`src/bps_pkg.sv`:
```
// Shared types and constants of the buzzer pattern sequencer.
package bps_pkg;

    localparam int TICK_W     = 11;
    localparam int PLAY_W     = 8;
    localparam int CFG_IDX_W  = 1;
    localparam int CFG_DATA_W = 8;

    localparam logic [PLAY_W-1:0] WARNING_PLAYS_RST = 8'd15;
    localparam logic [PLAY_W-1:0] LONG_PLAYS_RST    = 8'd101;

    typedef enum logic [2:0] {
        PAT_OFF         = 3'd0,
        PAT_LOCK        = 3'd1,
        PAT_NORMAL      = 3'd2,
        PAT_ON_OFF      = 3'd3,
        PAT_WARNING     = 3'd4,
        PAT_SUCCESS     = 3'd5,
        PAT_ALARM       = 3'd6,
        PAT_INPUT_ERROR = 3'd7
    } t_pattern;

    typedef enum logic [CFG_IDX_W-1:0] {
        CFG_WARNING_PLAYS = 1'd0,
        CFG_LONG_PLAYS    = 1'd1
    } t_cfg_idx;

    typedef struct packed {
        t_pattern          active;
        t_pattern          prev;
        logic [TICK_W-1:0] tick;
        logic [PLAY_W-1:0] play;
        logic              level;
    } t_state;

    typedef struct packed {
        logic [PLAY_W-1:0] warning_plays;
        logic [PLAY_W-1:0] long_plays;
    } t_cfg;

endpackage

```
`src/bps_in_if.sv`:
```
// Input item channel: tick or pattern load.
interface bps_in_if;
    logic       valid;
    logic       ready;
    logic       op;
    logic [2:0] pattern_sel;

    modport source (output valid, output op, output pattern_sel, input ready);
    modport sink   (input valid, input op, input pattern_sel, output ready);
endinterface

```
`src/bps_out_if.sv`:
```
// Result item channel: buzzer level and active pattern.
interface bps_out_if;
    logic       valid;
    logic       ready;
    logic       buzzer_on;
    logic [2:0] current_pattern;

    modport source (output valid, output buzzer_on, output current_pattern, input ready);
    modport sink   (input valid, input buzzer_on, input current_pattern, output ready);
endinterface

```
`src/bps_cfg.sv`:
```
// Configuration registers: play limits of the repeating patterns.
module bps_cfg import bps_pkg::*; (
    input  logic                  i_clk,
    input  logic                  i_rst_n,
    input  logic                  i_cfg_we,
    input  logic [CFG_IDX_W-1:0]  i_cfg_idx,
    input  logic [CFG_DATA_W-1:0] i_cfg_data,
    output t_cfg                  o_cfg
);

    t_cfg r_cfg;

    always_ff @(posedge i_clk) begin
        if (!i_rst_n) begin
            r_cfg.warning_plays <= WARNING_PLAYS_RST;
            r_cfg.long_plays    <= LONG_PLAYS_RST;
        end else if (i_cfg_we) begin
            case (t_cfg_idx'(i_cfg_idx))
                CFG_WARNING_PLAYS: r_cfg.warning_plays <= i_cfg_data[PLAY_W-1:0];
                CFG_LONG_PLAYS:    r_cfg.long_plays    <= i_cfg_data[PLAY_W-1:0];
                default: begin
                end
            endcase
        end
    end

    assign o_cfg = r_cfg;

endmodule

```
`src/bps_step.sv`:
```
// Next-state logic for one item: pattern load or one time tick.
module bps_step import bps_pkg::*; #(
    parameter int MS_PER_TICK = 10
) (
    input  t_state   i_state,
    input  t_cfg     i_cfg,
    input  logic     i_op,
    input  t_pattern i_sel,
    output t_state   o_state
);

    localparam logic [TICK_W-1:0] TK_100  = TICK_W'(100 / MS_PER_TICK);
    localparam logic [TICK_W-1:0] TK_150  = TICK_W'(150 / MS_PER_TICK);
    localparam logic [TICK_W-1:0] TK_200  = TICK_W'(200 / MS_PER_TICK);
    localparam logic [TICK_W-1:0] TK_250  = TICK_W'(250 / MS_PER_TICK);
    localparam logic [TICK_W-1:0] TK_300  = TICK_W'(300 / MS_PER_TICK);
    localparam logic [TICK_W-1:0] TK_350  = TICK_W'(350 / MS_PER_TICK);
    localparam logic [TICK_W-1:0] TK_500  = TICK_W'(500 / MS_PER_TICK);
    localparam logic [TICK_W-1:0] TK_550  = TICK_W'(550 / MS_PER_TICK);
    localparam logic [TICK_W-1:0] TK_650  = TICK_W'(650 / MS_PER_TICK);
    localparam logic [TICK_W-1:0] TK_700  = TICK_W'(700 / MS_PER_TICK);
    localparam logic [TICK_W-1:0] TK_950  = TICK_W'(950 / MS_PER_TICK);
    localparam logic [TICK_W-1:0] TK_1050 = TICK_W'(1050 / MS_PER_TICK);
    localparam logic [TICK_W-1:0] TK_1500 = TICK_W'(1500 / MS_PER_TICK);

    logic              restart;
    logic [TICK_W-1:0] t_base;
    logic [TICK_W-1:0] t_cur;
    logic              lvl;
    logic [PLAY_W-1:0] pl;
    logic [PLAY_W-1:0] limit;
    logic              tick_clr;
    logic              period_end;
    logic              repeating;

    always_comb begin
        o_state    = i_state;
        restart    = 1'b0;
        t_base     = '0;
        t_cur      = '0;
        lvl        = 1'b0;
        pl         = '0;
        limit      = '0;
        tick_clr   = 1'b0;
        period_end = 1'b0;
        repeating  = 1'b0;
        if (i_op) begin
            o_state.active = i_sel;
        end else begin
            case (i_state.active)
                PAT_OFF: begin
                    o_state = '0;
                end
                PAT_LOCK: begin
                    o_state.tick = '0;
                    o_state.play = '0;
                end
                default: begin
                    restart       = (i_state.prev != i_state.active);
                    t_base        = restart ? '0 : i_state.tick;
                    lvl           = restart ? 1'b0 : i_state.level;
                    pl            = restart ? '0 : i_state.play;
                    o_state.prev  = i_state.active;
                    case (i_state.active)
                        PAT_NORMAL, PAT_ON_OFF: begin
                            if (t_base == '0) begin
                                lvl = 1'b1;
                            end else if (t_base == TK_100) begin
                                lvl = 1'b0; tick_clr = 1'b1;
                            end
                        end
                        PAT_SUCCESS: begin
                            if (t_base == '0) begin
                                lvl = 1'b1;
                            end else if (t_base == TK_200) begin
                                lvl = 1'b0; tick_clr = 1'b1;
                            end
                        end
                        PAT_WARNING: begin
                            repeating = 1'b1;
                            limit     = i_cfg.warning_plays;
                            if (t_base == '0) begin
                                lvl = 1'b1;
                            end else if (t_base == TK_100) begin
                                lvl = 1'b0;
                            end else if (t_base == TK_150) begin
                                lvl = 1'b1;
                            end else if (t_base == TK_250) begin
                                lvl = 1'b0;
                            end else if (t_base == TK_350) begin
                                lvl = 1'b0; tick_clr = 1'b1; period_end = 1'b1;
                            end
                        end
                        PAT_ALARM: begin
                            repeating = 1'b1;
                            limit     = i_cfg.long_plays;
                            if (t_base == '0) begin
                                lvl = 1'b1;
                            end else if (t_base == TK_250) begin
                                lvl = 1'b0;
                            end else if (t_base == TK_500) begin
                                lvl = 1'b1;
                            end else if (t_base == TK_700) begin
                                lvl = 1'b0;
                            end else if (t_base == TK_950) begin
                                lvl = 1'b1;
                            end else if (t_base == TK_1050) begin
                                lvl = 1'b0;
                            end else if (t_base == TK_1500) begin
                                lvl = 1'b0; tick_clr = 1'b1; period_end = 1'b1;
                            end
                        end
                        default: begin
                            repeating = 1'b1;
                            limit     = i_cfg.long_plays;
                            if (t_base == '0) begin
                                lvl = 1'b1;
                            end else if (t_base == TK_300) begin
                                lvl = 1'b0;
                            end else if (t_base == TK_350) begin
                                lvl = 1'b1;
                            end else if (t_base == TK_550) begin
                                lvl = 1'b0;
                            end else if (t_base == TK_650) begin
                                lvl = 1'b0; tick_clr = 1'b1; period_end = 1'b1;
                            end
                        end
                    endcase
                    t_cur = tick_clr ? '0 : t_base;
                    // count a play at step zero; stop at the limit, else replay
                    if (repeating && (t_cur == '0)) begin
                        pl = pl + PLAY_W'(1);
                        if (pl >= limit) begin
                            pl  = '0;
                            lvl = 1'b0;
                        end else if (period_end) begin
                            lvl = 1'b1;
                        end
                    end
                    o_state.level = lvl;
                    o_state.play  = pl;
                    if ((t_cur == '0) && (pl == '0) && !lvl) begin
                        o_state.active = PAT_OFF;
                        o_state.tick   = t_cur;
                    end else begin
                        o_state.tick = t_cur + TICK_W'(1);
                    end
                end
            endcase
        end
    end

endmodule

```
`src/buzzer_pattern_sequencer_core.sv`:
```
// Top level of the buzzer pattern sequencer: input stage, state, result register.
//
//   channel    | direction | payload                      | accepted when
//   i_item     | in        | op, pattern_sel              | valid && ready
//   o_result   | out       | buzzer_on, current_pattern   | valid && ready
//   i_cfg_*    | in        | warning_plays, long_plays    | i_cfg_we
//
// One item per cycle while results are taken; a result is valid once its item has
// passed the input register, then the next-state logic into the state and result registers.
// Reset is synchronous, active low; limits return to 15 and 101, state to off.
// A held result stalls the step; the input register then fills and i_item.ready drops.
module buzzer_pattern_sequencer_core import bps_pkg::*; #(
    parameter int MS_PER_TICK = 10
) (
    input  logic                  i_clk,
    input  logic                  i_rst_n,
    bps_in_if.sink                i_item,
    bps_out_if.source             o_result,
    input  logic                  i_cfg_we,
    input  logic [CFG_IDX_W-1:0]  i_cfg_idx,
    input  logic [CFG_DATA_W-1:0] i_cfg_data
);

    t_cfg       cfg;
    t_state     r_state;
    t_state     n_state;
    logic       r_in_valid;
    logic       r_in_op;
    logic [2:0] r_in_sel;
    logic       r_out_valid;
    logic       r_out_buzzer;
    t_pattern   r_out_pattern;
    logic       fire;
    logic       in_take;

    bps_cfg u_cfg (
        .i_clk      (i_clk),
        .i_rst_n    (i_rst_n),
        .i_cfg_we   (i_cfg_we),
        .i_cfg_idx  (i_cfg_idx),
        .i_cfg_data (i_cfg_data),
        .o_cfg      (cfg)
    );

    bps_step #(.MS_PER_TICK(MS_PER_TICK)) u_step (
        .i_state (r_state),
        .i_cfg   (cfg),
        .i_op    (r_in_op),
        .i_sel   (t_pattern'(r_in_sel)),
        .o_state (n_state)
    );

    assign fire           = r_in_valid && (!r_out_valid || o_result.ready);
    assign i_item.ready   = !r_in_valid || fire;
    assign in_take        = i_item.valid && i_item.ready;

    assign o_result.valid           = r_out_valid;
    assign o_result.buzzer_on       = r_out_buzzer;
    assign o_result.current_pattern = r_out_pattern;

    always_ff @(posedge i_clk) begin
        if (!i_rst_n) begin
            r_in_valid  <= 1'b0;
            r_out_valid <= 1'b0;
            r_state     <= '0;
        end else begin
            if (in_take) begin
                r_in_valid <= 1'b1;
            end else if (fire) begin
                r_in_valid <= 1'b0;
            end
            if (fire) begin
                r_out_valid <= 1'b1;
                r_state     <= n_state;
            end else if (o_result.ready) begin
                r_out_valid <= 1'b0;
            end
        end
    end

    always_ff @(posedge i_clk) begin
        if (in_take) begin
            r_in_op  <= i_item.op;
            r_in_sel <= i_item.pattern_sel;
        end
        if (fire) begin
            r_out_buzzer  <= n_state.level;
            r_out_pattern <= n_state.active;
        end
    end

`ifndef SYNTHESIS
    a_result_tracks_state: assert property (@(posedge i_clk) disable iff (!i_rst_n)
        fire |=> (r_out_pattern == r_state.active) && (r_out_buzzer == r_state.level))
        else $error("result register differs from state after step");

    a_off_tick_clears: assert property (@(posedge i_clk) disable iff (!i_rst_n)
        (fire && !r_in_op && (r_state.active == PAT_OFF)) |=> (r_state == '0))
        else $error("tick while off left state behind");

    a_lock_tick_holds: assert property (@(posedge i_clk) disable iff (!i_rst_n)
        (fire && !r_in_op && (r_state.active == PAT_LOCK)) |=>
            (r_state.tick == '0) && (r_state.play == '0) &&
            (r_state.level == $past(r_state.level)))
        else $error("lock tick did not hold level and clear counters");

    a_item_kept: assert property (@(posedge i_clk) disable iff (!i_rst_n)
        (r_in_valid && !fire) |=> r_in_valid && $stable(r_in_op) && $stable(r_in_sel))
        else $error("stalled item lost from input register");
`endif

endmodule
```
`src/flat_wrapper.sv`:
```
// flat-port wrapper written by rule: the top's interface ports become plain ports
module buzzer_pattern_sequencer_core_flat import bps_pkg::*;
#(
    parameter int MS_PER_TICK = 10
)
  (i_clk, i_rst_n, i_cfg_we, i_cfg_idx, i_cfg_data, i_item_valid, i_item_op, i_item_pattern_sel, i_item_ready, o_result_valid, o_result_buzzer_on, o_result_current_pattern, o_result_ready);
  bps_in_if i_item_i ();
  bps_out_if o_result_i ();
  input  logic i_clk;
  input  logic i_rst_n;
  input  logic i_cfg_we;
  input  logic [CFG_IDX_W-1:0] i_cfg_idx;
  input  logic [CFG_DATA_W-1:0] i_cfg_data;
  input wire logic [$bits(i_item_i.valid)-1:0] i_item_valid;
  input wire logic [$bits(i_item_i.op)-1:0] i_item_op;
  input wire logic [$bits(i_item_i.pattern_sel)-1:0] i_item_pattern_sel;
  output wire logic [$bits(i_item_i.ready)-1:0] i_item_ready;
  output wire logic [$bits(o_result_i.valid)-1:0] o_result_valid;
  output wire logic [$bits(o_result_i.buzzer_on)-1:0] o_result_buzzer_on;
  output wire logic [$bits(o_result_i.current_pattern)-1:0] o_result_current_pattern;
  input wire logic [$bits(o_result_i.ready)-1:0] o_result_ready;
  assign i_item_i.valid = i_item_valid;
  assign i_item_i.op = i_item_op;
  assign i_item_i.pattern_sel = i_item_pattern_sel;
  assign i_item_ready = i_item_i.ready;
  assign o_result_valid = o_result_i.valid;
  assign o_result_buzzer_on = o_result_i.buzzer_on;
  assign o_result_current_pattern = o_result_i.current_pattern;
  assign o_result_i.ready = o_result_ready;
  buzzer_pattern_sequencer_core #(.MS_PER_TICK(MS_PER_TICK)) u_core (.i_clk(i_clk), .i_rst_n(i_rst_n), .i_item(i_item_i), .o_result(o_result_i), .i_cfg_we(i_cfg_we), .i_cfg_idx(i_cfg_idx), .i_cfg_data(i_cfg_data));
endmodule
```
`config.mk`:
```
export PLATFORM = sky130hd
export DESIGN_NAME = buzzer_pattern_sequencer_core_flat
export DESIGN_NICKNAME = d
export VERILOG_FILES = /design/src/bps_pkg.sv /design/src/bps_in_if.sv /design/src/bps_out_if.sv /design/src/bps_cfg.sv /design/src/bps_step.sv /design/src/buzzer_pattern_sequencer_core.sv /design/src/flat_wrapper.sv
export SDC_FILE = /design/constraint.sdc
export NUM_CORES = 1
export LEC_CHECK = 0
export BUFFER_PORTS_ARGS = -buffer_cell sky130_fd_sc_hd__buf_2
export CORE_UTILIZATION = 55
export CTS_CLUSTER_DIAMETER = 100
export DETAILED_ROUTE_END_ITERATION = 6
export HOLD_SLACK_MARGIN = 0.03
export PLACE_DENSITY = 0.71
export SLEW_MARGIN = 0
export SYNTH_ARGS = -nofsm -noshare
export SYNTH_HDL_FRONTEND = slang
export SYNTH_HIERARCHICAL = 1
export SYNTH_SLANG_ARGS = --single-unit
```
`constraint.sdc`:
```
create_clock -name i_clk -period 9 [get_ports i_clk]
set_input_delay 0.45 -clock i_clk [delete_from_list [all_inputs] [get_ports i_clk]]
set_output_delay 0.45 -clock i_clk [all_outputs]
set_load 0.03 [all_outputs]
```
Word level (Yosys, flattened, before mapping)
Index checks and enable logic that the tools add are counted.
Cells by class
  $add $sub $neg: 2
  magnitude comparators: 1
  equality and inequality tests: 20
  multiplexer cells: 79
  bitwise operators: 3
  reduce and logical (&&, ||, !) cells: 23
Operators by type and width (count)
  $mux W1: 60
  $mux W8: 7
  $eq A11 B7 Y1 const B: 4
  $eq A11 B5 Y1 const B: 3
  $eq A11 B6 Y1 const B: 3
  $mux W11: 3
  $eq A11 B4 Y1 const B: 2
  $logic_not A11 Y1: 2
  $mux W19: 1
  $pmux W8 S2: 1
  $pmux W6 S2: 1
  $add A11 B1 Y11 const B: 1
  $eq A11 B8 Y1 const B: 1
  $eq A3 B3 Y1 const B: 3
  $add A8 B1 Y8 const B: 1
  $ge A8 B8 Y1: 1
  $logic_not A8 Y1: 1
  $pmux W1 S4: 2
  $eq A3 B2 Y1 const B: 2
  $mux W3: 2
  $reduce_and A2 Y1: 3
  $logic_and A1 B1 Y1: 5
  $reduce_bool A2 Y1: 2
  $reduce_or A2 Y1: 2
  other kinds (10): 15
Word-level totals
  register bits: 52
  output and inout port bits: 6

Depth between registers and ports, before layout
Gate-level depths: netlist (run 1).
  word-level depth: 25
  depth in mapped cells: 23
  depth with buffers taken out: 20

Modules after synthesis
The synthesis (run 1) kept the hierarchy.
By module, submodules not included
  bps_step: instances 1, cells each 279, area an instance 1808.0 sq um, seq. area each 0.0 sq um
  buzzer_pattern_sequencer_core: instances 1, cells each 130, area an instance 1368.8 sq um, seq. area each 800.8 sq um
  bps_cfg: instances 1, cells each 70, area an instance 639.4 sq um, seq. area each 320.3 sq um

Least setup slack after synthesis (run 1)
OpenSTA, ideal clock, no wires.
  path kind: register to register
  from: register u_core/r_state[24] (netlist bit)
  to: register u_core/r_state[10] (netlist bit)
  data arrival time: 3.996 ns
  data required time: 8.880 ns
  slack: 4.884 ns
  cell stages (with the launch flop): 24
  buffers on the path: 3
  cell sequence: dfxtp_1 > buf_4 > xnor2_2 > and3_1 > clkbuf_1 > clkbuf_1 > and2_1 > ha_1 > inv_1 > nor2_1 > xnor2_1 > nor2_1 > ha_1 > a2111oi_0 > nor2b_1 > o21ai_0 > o211ai_1 > o221a_2 > a211oi_2 > a41oi_4 > o41ai_2 > a32o_1 > nand2_1 > mux2i_1
On the way
  word-level cells in the longest chain between the ends: 24
Ends and longest elaborated chain
  start, declared: RTL line buzzer_pattern_sequencer_core.sv:25  | t_state r_state;
  start signal, assigned: RTL line buzzer_pattern_sequencer_core.sv:74  | r_state <= n_state;
  $ne A3 B3 Y1: RTL line bps_step.sv:59  | restart = (i_state.prev != i_state.active);
  $mux W11: RTL line bps_step.sv:60  | t_base = restart ? '0 : i_state.tick;
  $eq A11 B8 Y1: RTL line bps_step.sv:109  | end else if (t_base == TK_1500) begin
  $mux W1: RTL line bps_step.sv:109
  $mux W1: RTL line bps_step.sv:107  | end else if (t_base == TK_1050) begin
  $mux W1: RTL line bps_step.sv:105  | end else if (t_base == TK_950) begin
  $mux W1: RTL line bps_step.sv:103  | end else if (t_base == TK_700) begin
  $mux W1: RTL line bps_step.sv:101  | end else if (t_base == TK_500) begin
  (+7 left out)
  $logic_and A1 B1 Y1: RTL line bps_step.sv:131  | if (repeating && (t_cur == '0)) begin
  $mux W8: RTL line bps_step.sv:131
  $mux W8: RTL line bps_step.sv:50  | case (i_state.active)
  $mux W8: RTL line bps_step.sv:47  | if (i_op) begin
  $logic_not A8 Y1: RTL line bps_step.sv:142  | if ((t_cur == '0) && (pl == '0) && !lvl) begin
  $logic_and A1 B1 Y1 (2 in series): RTL line bps_step.sv:142
  $mux W11: RTL line bps_step.sv:142
  $mux W19 *: RTL line bps_step.sv:50
Every way passes the cells marked *; elsewhere a longest branch is shown, timed or not. The select of a mux whose other input is x is not followed.
A chain may end at the register's enable or synchronous reset.

Worst setup path after layout (run 1)
  from: register u_core/r_state[24] (netlist bit)
  to: register u_core/r_state[9] (netlist bit)
The elaborated chain is that of the path after synthesis.

==> flow_summary_export.csv, run 1 <==
group,metric,value,unit
clock_network,post_cts_resized,0,
clock_network,cts_tree,"built",
finish,final.fill_count,577,
grt,grt_usage,24.76,%
detailed_routing,wirelength,8716,um
placement,routabilityCongestion,0.9183,
clock_network,cts_buffers,5,
floorplanning,die-area,7275,um2
timing,maxSlewViolCount,0,
clock_network,cts_sinks,52,
timing,tightest_slew,1.207,ns
synth,yosys_warnings,6,
timing,fmax,0.1981,GHz
detailed_routing,routed_via_density,6.305,
finish,area_growth,2.885,%
synth,yosys.area.top_type,"dfxtp_1",
job,maxCapViolations,0,
critical_path,path_max_fanout,20,
power,power_density,121.6,nW/um2
clock_network,cts_root_buffer,"clkbuf_8",
synth,syn-cell-area,3816,um2
grt,grt_pass1_wl,14690,um
synth,async_reset_ff_share,0,%
critical_path,critPathCaptureType,"flip-flop",
grt,grt_overflow_total,0,
detailed_routing,vias,3468,
critical_path,crit_type,"reg -> reg",
clock_network,clkTransAtPathRegs,0.10,ns
floorplanning,chipWidth,85.30,um
synth,ys_top_cells_by_area,"dfxtp_1 23%, nand2_1 9.0%, mux2i_1 8.7%, edfxtp_1 6.3%, ha_1 3.6%",
finish,nNetsFinal,501,
finish,final_cell_area,3926,um2
placement,port_buffers,23,
clock_network,hold_buffers,0,
synth,avgSynthCellArea,7.967,um2
finish,diodes,0,
grt,grt_max_degree,77,
detailed_routing,ant_nets,0,
synth,syn_nets,508,
power,swShare,26.72,%
power,vdd_drop_max,0.00008535,V
power,power_frac_comb,13.5,%
detailed_routing,wire_per_inst,15.85,um
synth,seq_area_frac_synth,29.38,%
synth,yosys.area.top_type_share,23.08,%
power,p_switching,0.1276,mW
floorplanning,start_util,58.43,%
synth,ys_seq_elements,52,
clock_network,clock_latency,0.30,ns
synth,ys_dominant_reg_cell,"dfxtp_1",
floorplanning,io_pins,24,
timing,finalSetupViolCount,0,
clock_network,cts.path.max_buffers,2,
clock_network,postCtsSetupRepairBufs,0,
timing,slew_headroom,19.50,%
timing,period_share,56.10,%
hold_path,worstHoldPathType,"in -> reg",
synth,synth-edff-count,8,
timing,setup_tns,0,ns
detailed_routing,drtIter0Drc,291,
critical_path,critPathArrivalTime,5.21,ns
floorplanning,rows,29,
floorplanning,core-area,6531,um2
synth,synth_common_cells,"92 x nand2_1, 44 x dfxtp_1, 36 x nor2_1",
placement,dp_hpwl,6095,um
timing,rsz0062_at_grt,"no",
placement,dpl_cell_area,3819,um2
timing,clock_skew,0.004907,ns
critical_path,crit_required,9.16,ns
power,clockPowerShare,34.0,%
run_status,status,"complete, no violations",
synth,yosys.cell_types.count,66,
finish,drive_gt1_share,10.15,%
power,power_frac_seq,52.5,%
floorplanning,die_y,85.30,um
clock_network,h-tree-depth,2,
grt,antenna_found_initial,0,
synth,synth_cells,479,
timing,period_needed,5.049,ns
power,total_leakage_power,1.502,nW
critical_path,start_kind,"flip-flop",
grt,grt_pass1_vias,3074,
synth,yosysMostFrequentCell,"nand2_1",
detailed_routing,drc,0,
detailed_routing,first_pass_iters,5,
power,internal_power,0.3499,mW
timing,hold_violations,0,
## critical path, stage by stage, from the launching register on
cell and delay [ns]:
dfxtp_1 0.76, xnor2_2 0.20, and3_1 0.56, and2_1 0.29, ha_1 0.25, inv_1 0.08, nor2_1 0.13, xnor2_1 0.13
nor2_1 0.09, ha_1 0.22, a2111oi_0 0.56, nor2b_1 0.19, o21ai_0 0.08, o211ai_1 0.22, o221a_2 0.29, a211oi_2 0.06
a41oi_4 0.29, o41ai_2 0.11, a32o_1 0.23, nand2_1 0.06, mux2i_1 0.09
## metrics by stage
step	setup slack, ns	power, mW	utilization, %	hold WS, ns	cells
2_1_floorplan	4.884	0.3068	-	0.4314	479
3_3_place_gp	4.361	0.3179	58.47	0.4514	542
3_5_place_dp	4.076	0.3193	58.47	0.4539	542
4_1_cts	4.032	0.4798	60.11	0.3079	550
5_1_grt	3.475	0.4971	60.11	0.2977	550
6_report	3.951	0.4775	60.11	0.3131	550
## final timing paths
check | cells after the start | from | to | slack [ns]
worst min-delay path | 1 | i_item_pattern_sel[0] | u_core/r_in_sel[0] | 0.31
worst min register to register | 2 | u_core/u_cfg/o_cfg[13] | u_core/u_cfg/o_cfg[13] | 0.47
worst max-delay path | 20 | u_core/r_state[24] | u_core/r_state[9] | 3.95
worst max register to register | 20 | u_core/r_state[24] | u_core/r_state[9] | 3.95
## metal layers
metal	track usage [%]	wire length [um]	up-vias
li1	-	-	1710
met1	36.52	4375	1633
met2	39.15	3780	119
met3	3.307	501	6
met4	4.394	59	0
met5	0	0	-
## cell type report
class	count	area (um2)	share of cell area, %
well taps	77	96.34	2.454
repair buffers	23	115.1	2.932
multi-input cells	373	2422	61.70
inverters	17	63.81	1.625
clock inverters	2	35.03	0.8923
clock buffers	6	72.57	1.848
flip-flops and latches	52	1121	28.55
## placed cells by master (no fill, tap or decap), types with 6 or more instances in the layout
cell type  Yosys  routed
a21oi_1       15      15
a22o_1         8       8
a22oi_1        8       8
and2_1         6       6
and3_1         7       7
buf_2         12      23
dfxtp_1       44      44
edfxtp_1       8       8
ha_1          11      11
inv_1         17      17
mux2i_1       33      33
nand2_1       92      92
nand3_1       23      23
nand4_1       11      11
nor2_1        36      36
nor2b_1       12      12
o211ai_1      11      11
o21ai_0       16      16
## power groups by stage
stage	logic (mW)	clock network (mW)	registers [mW]
2_1_floorplan	0.0526	0	0.254
3_3_place_gp	0.0618	0	0.256
3_5_place_dp	0.0632	0	0.256
4_1_cts	0.0635	0.165	0.251
5_1_grt	0.0709	0.174	0.252
6_report	0.0644	0.162	0.251
## cell families after synthesis
group / count (synthesis) / share of synthesized area (%)
xor+xnor: 9 / 2.656
simple gates: 217 / 28.20
compound gates: 103 / 20.23
mux: 33 / 8.656
fa+ha+maj: 11 / 3.607
flops: 52 / 29.38
buf+inv: 54 / 7.279
## state kept, by name, summed over array words and instances (netlist names)
register / flops
u_core/r_state: 26
u_core/o_result.buzzer_on: 1
u_core/r_in_op: 1
u_core/r_in_valid: 1
u_core/r_in_sel: 3
u_core/o_result.current_pattern: 3
u_core/o_result.valid: 1
u_core/u_cfg/o_cfg: 16
(Power assumes the default switching activity.)
==> run 2, diff against run 1 <==
--- a/config.mk
+++ b/config.mk
@@ -10,7 +10,7 @@
 export CTS_CLUSTER_DIAMETER = 100
 export DETAILED_ROUTE_END_ITERATION = 6
 export HOLD_SLACK_MARGIN = 0.03
-export PLACE_DENSITY = 0.71
+export PLACE_DENSITY = 0.74
 export SLEW_MARGIN = 0
 export SYNTH_ARGS = -nofsm -noshare
 export SYNTH_HDL_FRONTEND = slang
==> constraint.sdc (replaced) <==
create_clock -name i_clk -period 4.24 [get_ports i_clk]
set_input_delay 0.212 -clock i_clk [delete_from_list [all_inputs] [get_ports i_clk]]
set_output_delay 0.212 -clock i_clk [all_outputs]
set_load 0.03 [all_outputs]
==> flow_summary_export.csv, run 2 (synthesis gave the netlist of run 1 again) <==
group,metric,value,unit
run_status,status,"complete, no violations",
critical_path,max_stage_delay,0.42,ns
floorplanning,die_y,85.30,um
clock_network,clkTransAtPathRegs,0.10,ns
floorplanning,io_pins,24,
critical_path,critPathCaptureType,"flip-flop",
finish,final.fill_count,547,
timing,period_needed,4.021,ns
grt,grt_overflow_total,0,
floorplanning,chipWidth,85.30,um
grt,antenna_found_initial,0,
finish,stdcell_count,574,
clock_network,cts_root_buffer,"clkbuf_8",
grt,grt_pass1_wl,14770,um
critical_path,path_common_cell,"nand2_1",
timing,worst_hold_slack,0.06963,ns
floorplanning,core-area,6531,um2
power,vdd_drop_max,0.0002120,V
critical_path,path_buf_inv,2,
grt,grt_usage,24.82,%
timing,tightest_slew,1.244,ns
timing,clock_skew,0.009705,ns
detailed_routing,vias,3641,
critical_path,crit_required,4.48,ns
clock_network,h-tree-depth,2,
placement,place_ws,0.1089,ns
timing,period_share,94.85,%
critical_path,crit_chain,"xnor2_2 > and3_2 > and2_1 > ha_2 > inv_1 > nor2_1 > xnor2_1 > nor2_2 > ha_1 > a2111oi_2 > nor2b_1 > o21ai_0 > o211ai_1 > o221a_2 > a211oi_2 > a41oi_4 > buf_4 > nand4_1 > nand2_1 > nand2_1 > mux2i_1",
placement,dp_cells,558,
critical_path,crit_type,"reg -> reg",
critical_path,critPathArrivalTime,4.26,ns
finish,diodes,0,
finish,largest_reg_flops,26,
finish,nNetsFinal,525,
finish,final_common_cell,"nand2_1",
detailed_routing,ant_nets,0,
finish,drive_gt1_share,18.51,%
critical_path,start_kind,"flip-flop",
clock_network,cts_tree,"built",
finish,mostFrequentLayoutCells,"92 x nand2_1, 35 x dfxtp_1, 34 x nor2_1",
floorplanning,die-area,7275,um2
detailed_routing,first_pass_iters,7,
placement,routabilityCongestion,0.8798,
timing,slew_headroom,17.05,%
timing,finalSetupViolCount,0,
detailed_routing,drc,0,
clock_network,cts_sinks,52,
power,total_leakage_power,1.645,nW
timing,fmax,0.2487,GHz
clock_network,cts.path.max_buffers,2,
detailed_routing,drtIter0Drc,434,
timing,setup_tns,0,ns
detailed_routing,routed_via_density,6.343,
critical_path,path_max_fanout,6,
clock_network,cts_buffers,5,
detailed_routing,wire_per_inst,16.15,um
critical_path,cp_slowest_cell,"dfxtp_1",
timing,maxSlewViolCount,0,
floorplanning,rows,29,
finish,area_growth,10.26,%
floorplanning,start_util,58.43,%
placement,dp_hpwl,6325,um
hold_path,worstHoldPathType,"in -> reg",
critical_path,crit_family,"compound AO/OA/AOI/OAI gates",
timing,layout_setup_ws,0.2185,ns
grt,grt_max_degree,77,
grt,grt_pass1_vias,3151,
power,power_density,246.2,nW/um2
finish,regMostFlops,"u_core/r_state",
clock_network,clock_latency,0.31,ns
placement,port_buffers,23,
detailed_routing,wirelength,9269,um
power,p_total,1.036,mW
job,maxCapViolations,0,
timing,hold_violations,0,
## run 2: repair_timing
action,CTS,global route
setup endpoints to repair,0,10
setup buffers,0,8
hold buffers,0,0
gates resized for setup,0,27
## run 2: worst paths after layout
| path | slack [ns] | end | start | cells after the start |
|---|---|---|---|---|
| max | 0.22 | u_core/r_state[11] | u_core/r_state[24] | 21 |
| min | 0.07 | u_core/r_in_sel[1] | i_item_pattern_sel[1] | 1 |
| max reg2reg | 0.22 | u_core/r_state[11] | u_core/r_state[24] | 21 |
| min reg2reg | 0.47 | u_core/u_cfg/o_cfg[15] | u_core/u_cfg/o_cfg[15] | 2 |
## run 2: cell type report
cell class,instances,area [um2],area share [%]
multi-input combinational,373,2497,59.35
sequential,52,1135,26.97
timing repair buffer,47,304.0,7.226
tap,77,96.34,2.290
clock buffer,6,72.57,1.725
inverter,17,63.81,1.517
clock inverter,2,38.79,0.9218
## run 2: layer usage
metal	wire length (um)	vias to the layer above	track usage [%]	part of all wire, %
li1	-	1761	-	-
met1	4354	1684	34.58	47
met2	4064	170	38.49	44
met3	662	26	5.350	7.1
met4	189	0	7.727	2.0
met5	0	-	0	0
## run 2: report_power, final
group / switching (mW) / leakage (nW) / internal, mW / total [mW]
clock network: 0.177 / 0.0558 / 0.179 / 0.356
registers: 0.00982 / 0.441 / 0.516 / 0.526
logic: 0.0966 / 1.15 / 0.0580 / 0.155
## run 2: per-stage QoR
| stage | area [um2] | util [%] |
|---|---|---|
| 6_report | 4208 | 64.43 |
| 3_5_place_dp | 3939 | 60.31 |
| 5_1_grt | 4208 | 64.43 |
| 2_1_floorplan | 3816 | - |
| 3_3_place_gp | 3939 | 60.31 |
| 4_1_cts | 4050 | 62.01 |
